**config.mk**
```make
export PLATFORM = sky130hd
export DESIGN_NAME = morse_code_keyer_flat
export DESIGN_NICKNAME = d
export VERILOG_FILES = /design/src/design/mck_pkg.sv /design/src/design/mck_if.sv /design/src/design/mck_lookup.sv /design/src/design/mck_keyer.sv /design/src/design/morse_code_keyer.sv /design/src/flat_wrapper.sv
export SDC_FILE = /design/constraint.sdc
export NUM_CORES = 1
export LEC_CHECK = 0
export ABC_AREA = 0
export BUFFER_PORTS_ARGS = -buffer_cell sky130_fd_sc_hd__buf_4
export CAP_MARGIN = 20
export CELL_PAD_IN_SITES_DETAIL_PLACEMENT = 1
export CELL_PAD_IN_SITES_GLOBAL_PLACEMENT = 1
export CORE_UTILIZATION = 42
export DETAILED_ROUTE_END_ITERATION = 8
export PLACE_DENSITY = 0.85
export SKIP_CTS_REPAIR_TIMING = 1
export SLEW_MARGIN = 20
export SYNTH_ARGS = -nofsm -noshare
export SYNTH_HDL_FRONTEND = slang
export SYNTH_SLANG_ARGS = --single-unit
```
**constraint.sdc**
```tcl
create_clock -name clk -period 3.79 [get_ports clk]
set_input_delay 0.758 -clock clk [delete_from_list [all_inputs] [get_ports clk]]
set_output_delay 0.758 -clock clk [all_outputs]
set_load 0.02 [all_outputs]
```
**src/design/mck_pkg.sv**
```systemverilog
// shared types, constants and the character table of the morse keyer
// no dependencies; used by every other file of the keyer
package mck_pkg;

  localparam int unsigned CODE_W    = 16;
  localparam int unsigned TICK_W    = 8;
  localparam int unsigned CHAR_W    = 8;
  localparam int unsigned REQ_W     = 2;
  localparam int unsigned CFG_IDX_W = 8;
  localparam int unsigned ROM_DEPTH = 28;
  localparam int unsigned ROM_IDX_W = $clog2(ROM_DEPTH);

  typedef enum logic [REQ_W-1:0] {
    REQ_TICK  = 2'd0,
    REQ_CHAR  = 2'd1,
    REQ_PAUSE = 2'd2
  } req_t;

  localparam logic [CFG_IDX_W-1:0] CFG_DOT   = 8'd0;
  localparam logic [CFG_IDX_W-1:0] CFG_DASH  = 8'd1;
  localparam logic [CFG_IDX_W-1:0] CFG_GAP   = 8'd2;
  localparam logic [CFG_IDX_W-1:0] CFG_PAUSE = 8'd3;

  localparam logic [TICK_W-1:0] DOT_RST   = 8'd3;
  localparam logic [TICK_W-1:0] DASH_RST  = 8'd9;
  localparam logic [TICK_W-1:0] GAP_RST   = 8'd3;
  localparam logic [TICK_W-1:0] PAUSE_RST = 8'd12;

  localparam logic [CODE_W-1:0] PAUSE_MARK = 16'hC000;
  localparam logic [CODE_W-1:0] PAUSE_HOLD = 16'h8000;
  localparam logic [CODE_W-1:0] PAUSE_CLR  = 16'h3FFF;

  localparam logic [1:0] EL_DOT     = 2'b01;
  localparam logic [1:0] EL_SILENCE = 2'b11;

  localparam logic [CHAR_W-1:0] CH_UP_A = 8'h41;
  localparam logic [CHAR_W-1:0] CH_UP_Z = 8'h5A;
  localparam logic [CHAR_W-1:0] CH_LO_A = 8'h61;
  localparam logic [CHAR_W-1:0] CH_LO_Z = 8'h7A;
  localparam logic [CHAR_W-1:0] CH_DOT  = 8'h2E;
  localparam logic [CHAR_W-1:0] CH_SPC  = 8'h20;

  localparam logic [ROM_IDX_W-1:0] IDX_DOT = 5'd26;
  localparam logic [ROM_IDX_W-1:0] IDX_SPC = 5'd27;

  // letters a to z, then '.', then space
  localparam logic [CODE_W-1:0] MORSE_ROM [ROM_DEPTH] = '{
    16'h0009, 16'h0056, 16'h0066, 16'h0016, 16'h0001, 16'h0065, 16'h001A, 16'h0055,
    16'h0005, 16'h00A9, 16'h0026, 16'h0059, 16'h000A, 16'h0006, 16'h002A, 16'h0069,
    16'h009A, 16'h0019, 16'h0015, 16'h0002, 16'h0025, 16'h0095, 16'h0029, 16'h0096,
    16'h00A6, 16'h005A, 16'h0155, 16'h0003
  };

  typedef struct packed {
    logic [TICK_W-1:0] dot_ticks;
    logic [TICK_W-1:0] dash_ticks;
    logic [TICK_W-1:0] element_gap_ticks;
    logic [TICK_W-1:0] letter_pause_ticks;
  } cfg_t;

  typedef struct packed {
    logic led_on;
    logic busy_res;
    logic bad_char;
  } result_t;

  typedef struct packed {
    logic [CODE_W-1:0] code;
    logic              bad;
  } lookup_t;

endpackage

```
**src/design/mck_if.sv**
```systemverilog
// valid/ready channel interfaces of the morse keyer: request, result, config
// depends on mck_pkg for widths
interface mck_in_if;
  logic                        valid;
  logic                        ready;
  logic [mck_pkg::REQ_W-1:0]   req_type;
  logic [mck_pkg::CHAR_W-1:0]  char_code;
  modport source (output valid, req_type, char_code, input ready);
  modport sink (input valid, req_type, char_code, output ready);
endinterface

interface mck_out_if;
  logic valid;
  logic ready;
  logic led_on;
  logic busy_res;
  logic bad_char;
  modport source (output valid, led_on, busy_res, bad_char, input ready);
  modport sink (input valid, led_on, busy_res, bad_char, output ready);
endinterface

interface mck_cfg_if;
  logic                          valid;
  logic                          ready;
  logic [mck_pkg::CFG_IDX_W-1:0] index;
  logic [mck_pkg::TICK_W-1:0]    data;
  modport source (output valid, index, data, input ready);
  modport sink (input valid, index, data, output ready);
endinterface

```
**src/design/mck_lookup.sv**
```systemverilog
// character to morse code lookup through the constant table
// depends on mck_pkg
module mck_lookup (
  input  logic [mck_pkg::CHAR_W-1:0] char_code,
  output mck_pkg::lookup_t           lookup
);

  logic [mck_pkg::ROM_IDX_W-1:0] idx;
  logic                          hit;
  logic [mck_pkg::CHAR_W-1:0]    up_off;
  logic [mck_pkg::CHAR_W-1:0]    lo_off;

  assign up_off = char_code - mck_pkg::CH_UP_A;
  assign lo_off = char_code - mck_pkg::CH_LO_A;

  always_comb begin
    idx = '0;
    hit = 1'b1;
    priority if (char_code >= mck_pkg::CH_UP_A && char_code <= mck_pkg::CH_UP_Z) begin
      idx = up_off[mck_pkg::ROM_IDX_W-1:0];
    end else if (char_code >= mck_pkg::CH_LO_A && char_code <= mck_pkg::CH_LO_Z) begin
      idx = lo_off[mck_pkg::ROM_IDX_W-1:0];
    end else if (char_code == mck_pkg::CH_DOT) begin
      idx = mck_pkg::IDX_DOT;
    end else if (char_code == mck_pkg::CH_SPC) begin
      idx = mck_pkg::IDX_SPC;
    end else begin
      hit = 1'b0;
    end
  end

  assign lookup.code = mck_pkg::MORSE_ROM[idx];
  assign lookup.bad  = ~hit;

endmodule

```
**src/design/mck_keyer.sv**
```systemverilog
// keying state machine: code shift register, tick counter, state and led level
// depends on mck_pkg and mck_lookup
module mck_keyer (
  input  logic                        clk,
  input  logic                        rst_n,
  input  logic                        step,
  input  logic [mck_pkg::REQ_W-1:0]   req_type,
  input  logic [mck_pkg::CHAR_W-1:0]  char_code,
  input  mck_pkg::cfg_t               cfg,
  output mck_pkg::result_t            result
);

  typedef enum logic [1:0] {
    ST_START = 2'd0,
    ST_ON    = 2'd1,
    ST_PAUSE = 2'd2
  } key_state_t;

  key_state_t                   state_r, state_nxt;
  logic [mck_pkg::CODE_W-1:0]   code_r, code_nxt;
  logic [mck_pkg::TICK_W-1:0]   cnt_r, cnt_nxt;
  logic                         led_r, led_nxt;
  logic                         bad;
  mck_pkg::lookup_t             lookup;

  mck_lookup u_lookup (
    .char_code (char_code),
    .lookup    (lookup)
  );

  always_comb begin
    code_nxt  = code_r;
    cnt_nxt   = cnt_r;
    state_nxt = state_r;
    led_nxt   = led_r;
    bad       = 1'b0;
    unique case (req_type)
      mck_pkg::REQ_TICK: begin
        if (code_nxt == mck_pkg::PAUSE_MARK) begin
          code_nxt  = mck_pkg::PAUSE_HOLD;
          cnt_nxt   = cfg.letter_pause_ticks;
          led_nxt   = 1'b0;
          state_nxt = ST_PAUSE;
        end
        unique case (state_nxt)
          ST_ON: begin
            if (cnt_nxt == '0) begin
              code_nxt = code_nxt >> 2;
              if (code_nxt != '0) begin
                cnt_nxt   = cfg.element_gap_ticks;
                state_nxt = ST_PAUSE;
              end else begin
                state_nxt = ST_START;
              end
              led_nxt = 1'b0;
            end
          end
          ST_PAUSE: begin
            if (cnt_nxt == '0) begin
              if ((code_nxt & mck_pkg::PAUSE_MARK) != '0) begin
                code_nxt  = code_nxt & mck_pkg::PAUSE_CLR;
                state_nxt = ST_START;
              end else if (code_nxt != '0) begin
                cnt_nxt   = (code_nxt[1:0] == mck_pkg::EL_DOT) ?
                            cfg.dot_ticks : cfg.dash_ticks;
                state_nxt = ST_ON;
                led_nxt   = (code_nxt[1:0] != mck_pkg::EL_SILENCE);
              end
            end
          end
          default: begin
            // start state, and the unused code acts like it
            if (code_nxt != '0) begin
              cnt_nxt   = (code_nxt[1:0] == mck_pkg::EL_DOT) ?
                          cfg.dot_ticks : cfg.dash_ticks;
              state_nxt = ST_ON;
              led_nxt   = (code_nxt[1:0] != mck_pkg::EL_SILENCE);
            end
          end
        endcase
        if (cnt_nxt != '0) begin
          cnt_nxt = cnt_nxt - 1'b1;
        end
      end
      mck_pkg::REQ_CHAR: begin
        if (lookup.bad) begin
          bad = 1'b1;
        end else begin
          code_nxt = lookup.code;
        end
      end
      mck_pkg::REQ_PAUSE: begin
        code_nxt = mck_pkg::PAUSE_MARK;
      end
      default: begin
      end
    endcase
  end

  always_ff @(posedge clk) begin
    if (!rst_n) begin
      state_r <= ST_START;
      code_r  <= '0;
      cnt_r   <= '0;
      led_r   <= 1'b0;
    end else if (step) begin
      state_r <= state_nxt;
      code_r  <= code_nxt;
      cnt_r   <= cnt_nxt;
      led_r   <= led_nxt;
    end
  end

  assign result.led_on   = led_nxt;
  assign result.busy_res = (code_nxt != '0);
  assign result.bad_char = bad;

endmodule

```
**src/design/morse_code_keyer.sv**
```systemverilog
// morse keyer top: request register, keying state machine, result register
// result is registered after the request; one request per cycle if not stalled
// a stalled result keeps one more request in the input register
// config writes are taken every cycle and apply to the next processed request
// synchronous active-low reset clears the keyer state and loads default timings
// depends on mck_pkg, mck_if, mck_keyer
module morse_code_keyer (
  input  logic           clk,
  input  logic           rst_n,
  mck_in_if.sink         in_ch,
  mck_out_if.source      out_ch,
  mck_cfg_if.sink        cfg_ch
);

  logic                        in_valid_r;
  logic [mck_pkg::REQ_W-1:0]   in_req_r;
  logic [mck_pkg::CHAR_W-1:0]  in_char_r;
  logic                        out_valid_r;
  mck_pkg::result_t            out_res_r;
  mck_pkg::result_t            result;
  mck_pkg::cfg_t               cfg_r;
  logic                        advance;
  logic                        step;

  assign advance      = !out_valid_r || out_ch.ready;
  assign step         = in_valid_r && advance;
  assign in_ch.ready  = !in_valid_r || advance;
  assign cfg_ch.ready = 1'b1;

  always_ff @(posedge clk) begin
    if (!rst_n) begin
      cfg_r.dot_ticks          <= mck_pkg::DOT_RST;
      cfg_r.dash_ticks         <= mck_pkg::DASH_RST;
      cfg_r.element_gap_ticks  <= mck_pkg::GAP_RST;
      cfg_r.letter_pause_ticks <= mck_pkg::PAUSE_RST;
    end else if (cfg_ch.valid) begin
      unique case (cfg_ch.index)
        mck_pkg::CFG_DOT:   cfg_r.dot_ticks          <= cfg_ch.data;
        mck_pkg::CFG_DASH:  cfg_r.dash_ticks         <= cfg_ch.data;
        mck_pkg::CFG_GAP:   cfg_r.element_gap_ticks  <= cfg_ch.data;
        mck_pkg::CFG_PAUSE: cfg_r.letter_pause_ticks <= cfg_ch.data;
        default: begin
        end
      endcase
    end
  end

  always_ff @(posedge clk) begin
    if (!rst_n) begin
      in_valid_r <= 1'b0;
    end else if (in_ch.ready) begin
      in_valid_r <= in_ch.valid;
    end
  end

  always_ff @(posedge clk) begin
    if (in_ch.ready && in_ch.valid) begin
      in_req_r  <= in_ch.req_type;
      in_char_r <= in_ch.char_code;
    end
  end

  mck_keyer u_keyer (
    .clk       (clk),
    .rst_n     (rst_n),
    .step      (step),
    .req_type  (in_req_r),
    .char_code (in_char_r),
    .cfg       (cfg_r),
    .result    (result)
  );

  always_ff @(posedge clk) begin
    if (!rst_n) begin
      out_valid_r <= 1'b0;
    end else if (advance) begin
      out_valid_r <= in_valid_r;
    end
  end

  always_ff @(posedge clk) begin
    if (step) begin
      out_res_r <= result;
    end
  end

  assign out_ch.valid    = out_valid_r;
  assign out_ch.led_on   = out_res_r.led_on;
  assign out_ch.busy_res = out_res_r.busy_res;
  assign out_ch.bad_char = out_res_r.bad_char;

  // a pause request always leaves the code register busy
  a_pause_busy: assert property (@(posedge clk) disable iff (!rst_n)
    step && in_req_r == mck_pkg::REQ_PAUSE |=> out_valid_r && out_res_r.busy_res)
    else $error("pause request gave an idle result");

  // only a character request can flag a bad character
  a_bad_only_char: assert property (@(posedge clk) disable iff (!rst_n)
    step && in_req_r != mck_pkg::REQ_CHAR |=> !out_res_r.bad_char)
    else $error("bad character flagged on a non-character request");

  // a held request is not dropped while the result side stalls
  a_hold_req: assert property (@(posedge clk) disable iff (!rst_n)
    in_valid_r && !advance |=> in_valid_r && $stable(in_req_r) && $stable(in_char_r))
    else $error("pending request lost under stall");

  // a processed request always produces a result
  a_step_result: assert property (@(posedge clk) disable iff (!rst_n)
    step |=> out_valid_r)
    else $error("request processed without a result");

endmodule

```
**src/flat_wrapper.sv**
```systemverilog
// flat-port wrapper written by rule: the top's interface ports become plain ports
module morse_code_keyer_flat 
  (clk, rst_n, in_ch_valid, in_ch_req_type, in_ch_char_code, in_ch_ready, out_ch_valid, out_ch_led_on, out_ch_busy_res, out_ch_bad_char, out_ch_ready, cfg_ch_valid, cfg_ch_index, cfg_ch_data, cfg_ch_ready);
  mck_in_if in_ch_i ();
  mck_out_if out_ch_i ();
  mck_cfg_if cfg_ch_i ();
  input  logic clk;
  input  logic rst_n;
  input wire logic [$bits(in_ch_i.valid)-1:0] in_ch_valid;
  input wire logic [$bits(in_ch_i.req_type)-1:0] in_ch_req_type;
  input wire logic [$bits(in_ch_i.char_code)-1:0] in_ch_char_code;
  output wire logic [$bits(in_ch_i.ready)-1:0] in_ch_ready;
  output wire logic [$bits(out_ch_i.valid)-1:0] out_ch_valid;
  output wire logic [$bits(out_ch_i.led_on)-1:0] out_ch_led_on;
  output wire logic [$bits(out_ch_i.busy_res)-1:0] out_ch_busy_res;
  output wire logic [$bits(out_ch_i.bad_char)-1:0] out_ch_bad_char;
  input wire logic [$bits(out_ch_i.ready)-1:0] out_ch_ready;
  input wire logic [$bits(cfg_ch_i.valid)-1:0] cfg_ch_valid;
  input wire logic [$bits(cfg_ch_i.index)-1:0] cfg_ch_index;
  input wire logic [$bits(cfg_ch_i.data)-1:0] cfg_ch_data;
  output wire logic [$bits(cfg_ch_i.ready)-1:0] cfg_ch_ready;
  assign in_ch_i.valid = in_ch_valid;
  assign in_ch_i.req_type = in_ch_req_type;
  assign in_ch_i.char_code = in_ch_char_code;
  assign in_ch_ready = in_ch_i.ready;
  assign out_ch_valid = out_ch_i.valid;
  assign out_ch_led_on = out_ch_i.led_on;
  assign out_ch_busy_res = out_ch_i.busy_res;
  assign out_ch_bad_char = out_ch_i.bad_char;
  assign out_ch_i.ready = out_ch_ready;
  assign cfg_ch_i.valid = cfg_ch_valid;
  assign cfg_ch_i.index = cfg_ch_index;
  assign cfg_ch_i.data = cfg_ch_data;
  assign cfg_ch_ready = cfg_ch_i.ready;
  morse_code_keyer u_core (.clk(clk), .rst_n(rst_n), .in_ch(in_ch_i), .out_ch(out_ch_i), .cfg_ch(cfg_ch_i));
endmodule
```
==> results.sh <==
export IMPL_synth_compound_area_share_pct=22.3
export IMPL_clock_latency_ns=0.35
export IMPL_max_slew_margin_pct=46.9
export IMPL_crit_arrival_ns=3.92
export IMPL_antenna_cells=0
export IMPL_ys_types=71
export IMPL_drc=0
export IMPL_synthMuxAreaShare_pct=9.21
export IMPL_vias_per_cell=6.27
export IMPL_gr_usage_all_layers_pct=27.2
export IMPL_cp_end_kind="register"
export IMPL_ys_ff_latch=74
export IMPL_cp_required_ns=4.06
export IMPL_grt_pass1_wl_um=24700
export IMPL_clock_skew_ns=0.00643
export IMPL_drt_iter0_drc=313
export IMPL_reg2reg_depth=13
export IMPL_synth_cells=563
export IMPL_wire_per_inst_um=20.8
export IMPL_synth_ff_type="dfxtp_1"
export IMPL_outcome="finished, final reports clean"
export IMPL_holdCritStartpoint="u_core.cfg_r[24]"
export IMPL_finalCriticalPeriod_ns=3.65
export IMPL_grt_overflow_total=0
export IMPL_finalPower_mw=2.26
export IMPL_clock_path_buffers=2
export IMPL_cts_tree="built"
export IMPL_worstSetupPathType="reg2reg"
export IMPL_hpwl_um=11200
export IMPL_cts_num_sinks=74
export IMPL_synth_xor_area_share_pct=1.27
export IMPL_port_buffers=35
export IMPL_grt_start_max_net_pins=65
export IMPL_period_share_pct=96.2
export IMPL_cp_start_kind="register"
export IMPL_synth_nets=610
export IMPL_core_region_area_mm2=0.0110
export IMPL_min_to="u_core.cfg_r[24]"
export IMPL_drt_wl_total_um=15600
export IMPL_rsz0062_at_grt="yes"
export IMPL_die_x_um=109
export IMPL_area_growth_syn_to_layout_pct=17.3
export IMPL_drive_above_1_share_pct=15.8
export IMPL_hold_path_class="reg2reg"
export IMPL_syn_avg_cell_area_um2=8.57
export IMPL_ant_nets=0
export IMPL_power_density_mw_per_mm2=400
export IMPL_fillers=1325
export IMPL_initial_utilization_pct=43.7
export IMPL_grt_pass1_vias=4648
export IMPL_r2r_slack_ns=0.14
export IMPL_layout_nets=650
export IMPL_synth_edf_count=13
export IMPL_async_reset_ff_share_pct=0
export IMPL_slew_violations=0
export IMPL_synth_seq_area_share_pct=33.4
export IMPL_maxCapViolations=0
export IMPL_die_y_um=109
export IMPL_vias=4690
export IMPL_synth_top_family_by_area="simple AND/OR/NAND/NOR gates"
export IMPL_cts_root_buf="clkbuf_16"
export IMPL_setup_tns_ns=0
export IMPL_gp_congestion=0.970
export IMPL_finalSetupViolations=0
export IMPL_ios=37
export IMPL_numCtsBuffers=9
export IMPL_netlist_area_mm2=0.00482
export IMPL_firstDrtPassIters=5
export IMPL_leakagePower_nw=2.29
export IMPL_finalHoldViolCount=0
export IMPL_hold_path_depth=2
export IMPL_reg2reg_from="u_core.u_keyer.code_r[2]"
export IMPL_htreeDepth=3
export IMPL_clkTransAtPathRegs_ns=0.06
export IMPL_vdd_drop_max_mv=0.335
export IMPL_fin_ws_ns=0.144
export IMPL_synth_simple_area_share_pct=25.9
export IMPL_pre_cts_slack_ns=0.0263
export IMPL_yosysWarnings=0
export IMPL_die_area_mm2=0.0119
export IMPL_tightest_slew_ns=0.775
export IMPL_r2r_end="u_core.u_keyer.cnt_r[7]"
export IMPL_critPathMaxFanout=10
export IMPL_max_freq_ghz=0.274
export IMPL_synthAdderAreaFrac_pct=4.15
export IMPL_placementRows=38
export IMPL_grt_antenna_before_repair=0
## layout by cell type (no fill, tap or decap), drive strengths merged, types with 4 or more instances in the layout
| master | count |
|---|---|
| o31ai | 9 |
| nand3 | 21 |
| nor2 | 33 |
| o2111ai | 4 |
| edfxtp | 13 |
| o211ai | 8 |
| or2 | 5 |
| nand4 | 5 |
| nor3b | 5 |
| nand2 | 57 |
| nor4 | 9 |
| inv | 16 |
| a31oi | 8 |
| a211oi | 11 |
| and2 | 6 |
| buf | 61 |
| o31a | 4 |
| a22oi | 10 |
| ha | 16 |
| a21boi | 4 |
| clkbuf | 9 |
| dfxtp | 61 |
| mux2i | 44 |
| a221o | 4 |
| a32oi | 4 |
| or4 | 6 |
| nor3 | 16 |
| a221oi | 5 |
| o21ai | 24 |
| xnor2 | 5 |
| nand2b | 5 |
| a21oi | 25 |
| nor2b | 43 |
## synthesized netlist by cell type, types with 5 or more instances
cell type  number  area [um^2]
o21ai_0        23          115
nand2b_1        5         31.3
a211oi_1       11         82.6
nor3_1         16         80.1
or2_2           5         31.3
a22oi_1        10         75.1
nand4_1         5         31.3
a31oi_1         8         50.1
nand2_1        57          214
nor4_1          6         37.5
ha_1           16          200
or4_1           6         45.0
o31ai_1         9         67.6
o211ai_1        8         60.1
mux2i_1        43          430
edfxtp_1       13          390
nor2_1         33          124
a221oi_1        5         43.8
a21oi_1        25          125
nor2b_1        43          269
nand3_1        21          105
dfxtp_1        61         1220
clkbuf_1       26         97.6
nor3b_1         5         37.5
xnor2_1         5         43.8
and2_1          5         31.3
inv_1          12         45.0
## layer usage
metal  global-route usage [%]  wire length (um)  vias up
met5                        0                 0        -
met4                     8.59               277        0
met3                     4.78               709       23
met2                     44.6              7390      159
met1                     36.2              7200     2322
li1                         -                 -     2186
## report_power, final
part / internal (mW) / switching, mW
sequential: 0.823 / 0.0285
clock: 0.524 / 0.385
combinational: 0.203 / 0.298
## per-stage QoR
stage	instances	util [%]	area, um^2	hold slack [ns]
5_1_grt	748	51.3	5660	0.510
2_1_floorplan	563	-	4820	0.441
4_1_cts	746	50.9	5620	0.484
3_5_place_dp	730	48.1	5310	0.467
6_report	748	51.3	5660	0.493
3_3_place_gp	730	48.1	5310	0.457
## critical path, stage by stage (launching register included)
cell and delay [ns]:
dfxtp_1 0.38, nor4_4 0.38, nand4_1 0.25, nand2b_1 0.17, ha_1 0.26, buf_4 0.18, or2_2 0.35, o32ai_1 0.23
nand2_1 0.11, o211ai_1 0.17, a21oi_1 0.15, ha_1 0.25, or4_1 0.51, a31oi_1 0.17
## how the worst max path moves through the flow
| stage | startpoint | slack (ns) | to | depth (start not counted) |
|---|---|---|---|---|
| after global routing | u_core.u_keyer.code_r[2] | -0.1 | u_core.u_keyer.cnt_r[7] | 13 |
| after CTS | u_core.in_char_r[1] | -0.01 | u_core.out_ch.busy_res | 14 |
| final | u_core.u_keyer.code_r[2] | 0.14 | u_core.u_keyer.cnt_r[7] | 13 |
| after floorplan | u_core.u_keyer.code_r[1] | 0.06 | u_core.u_keyer.cnt_r[0] | 15 |
| after detailed placement | u_core.in_char_r[1] | 0.03 | u_core.out_ch.busy_res | 14 |
| after global placement | u_core.in_char_r[1] | 0.24 | u_core.out_ch.busy_res | 14 |
## flip-flops by register name, indices dropped and copies added (netlist names), 2 cells and up
| name | cells |
|---|---|
| u_core.in_char_r | 8 |
| u_core.u_keyer.cnt_r | 8 |
| u_core.cfg_r | 32 |
| u_core.u_keyer.state_r | 2 |
| u_core.u_keyer.code_r | 16 |
| u_core.in_req_r | 2 |
## layout make-up
type,instances,area [um^2],area share (%)
Multi-Input combinational cell,445,3050,54.0
Sequential cell,74,1610,28.5
Timing Repair Buffer,61,458,8.10
Clock buffer,9,225,3.98
Tap cell,140,175,3.10
Clock inverter,7,85.1,1.50
Inverter,12,45.0,0.796
## cell families (layout without fill, tap and decap cells)
family / count (synthesis) / count (layout)
AO/OA/AOI/OAI: 150 / 150
XOR/XNOR: 7 / 7
buffers and inverters: 44 / 89
flip-flops: 74 / 74
AND/OR/NAND/NOR: 227 / 227
other: 1 / 1
multiplexers: 44 / 44
adder cells (fa/ha/maj): 16 / 16
No activity file was read; power rests on OpenSTA's default activity.
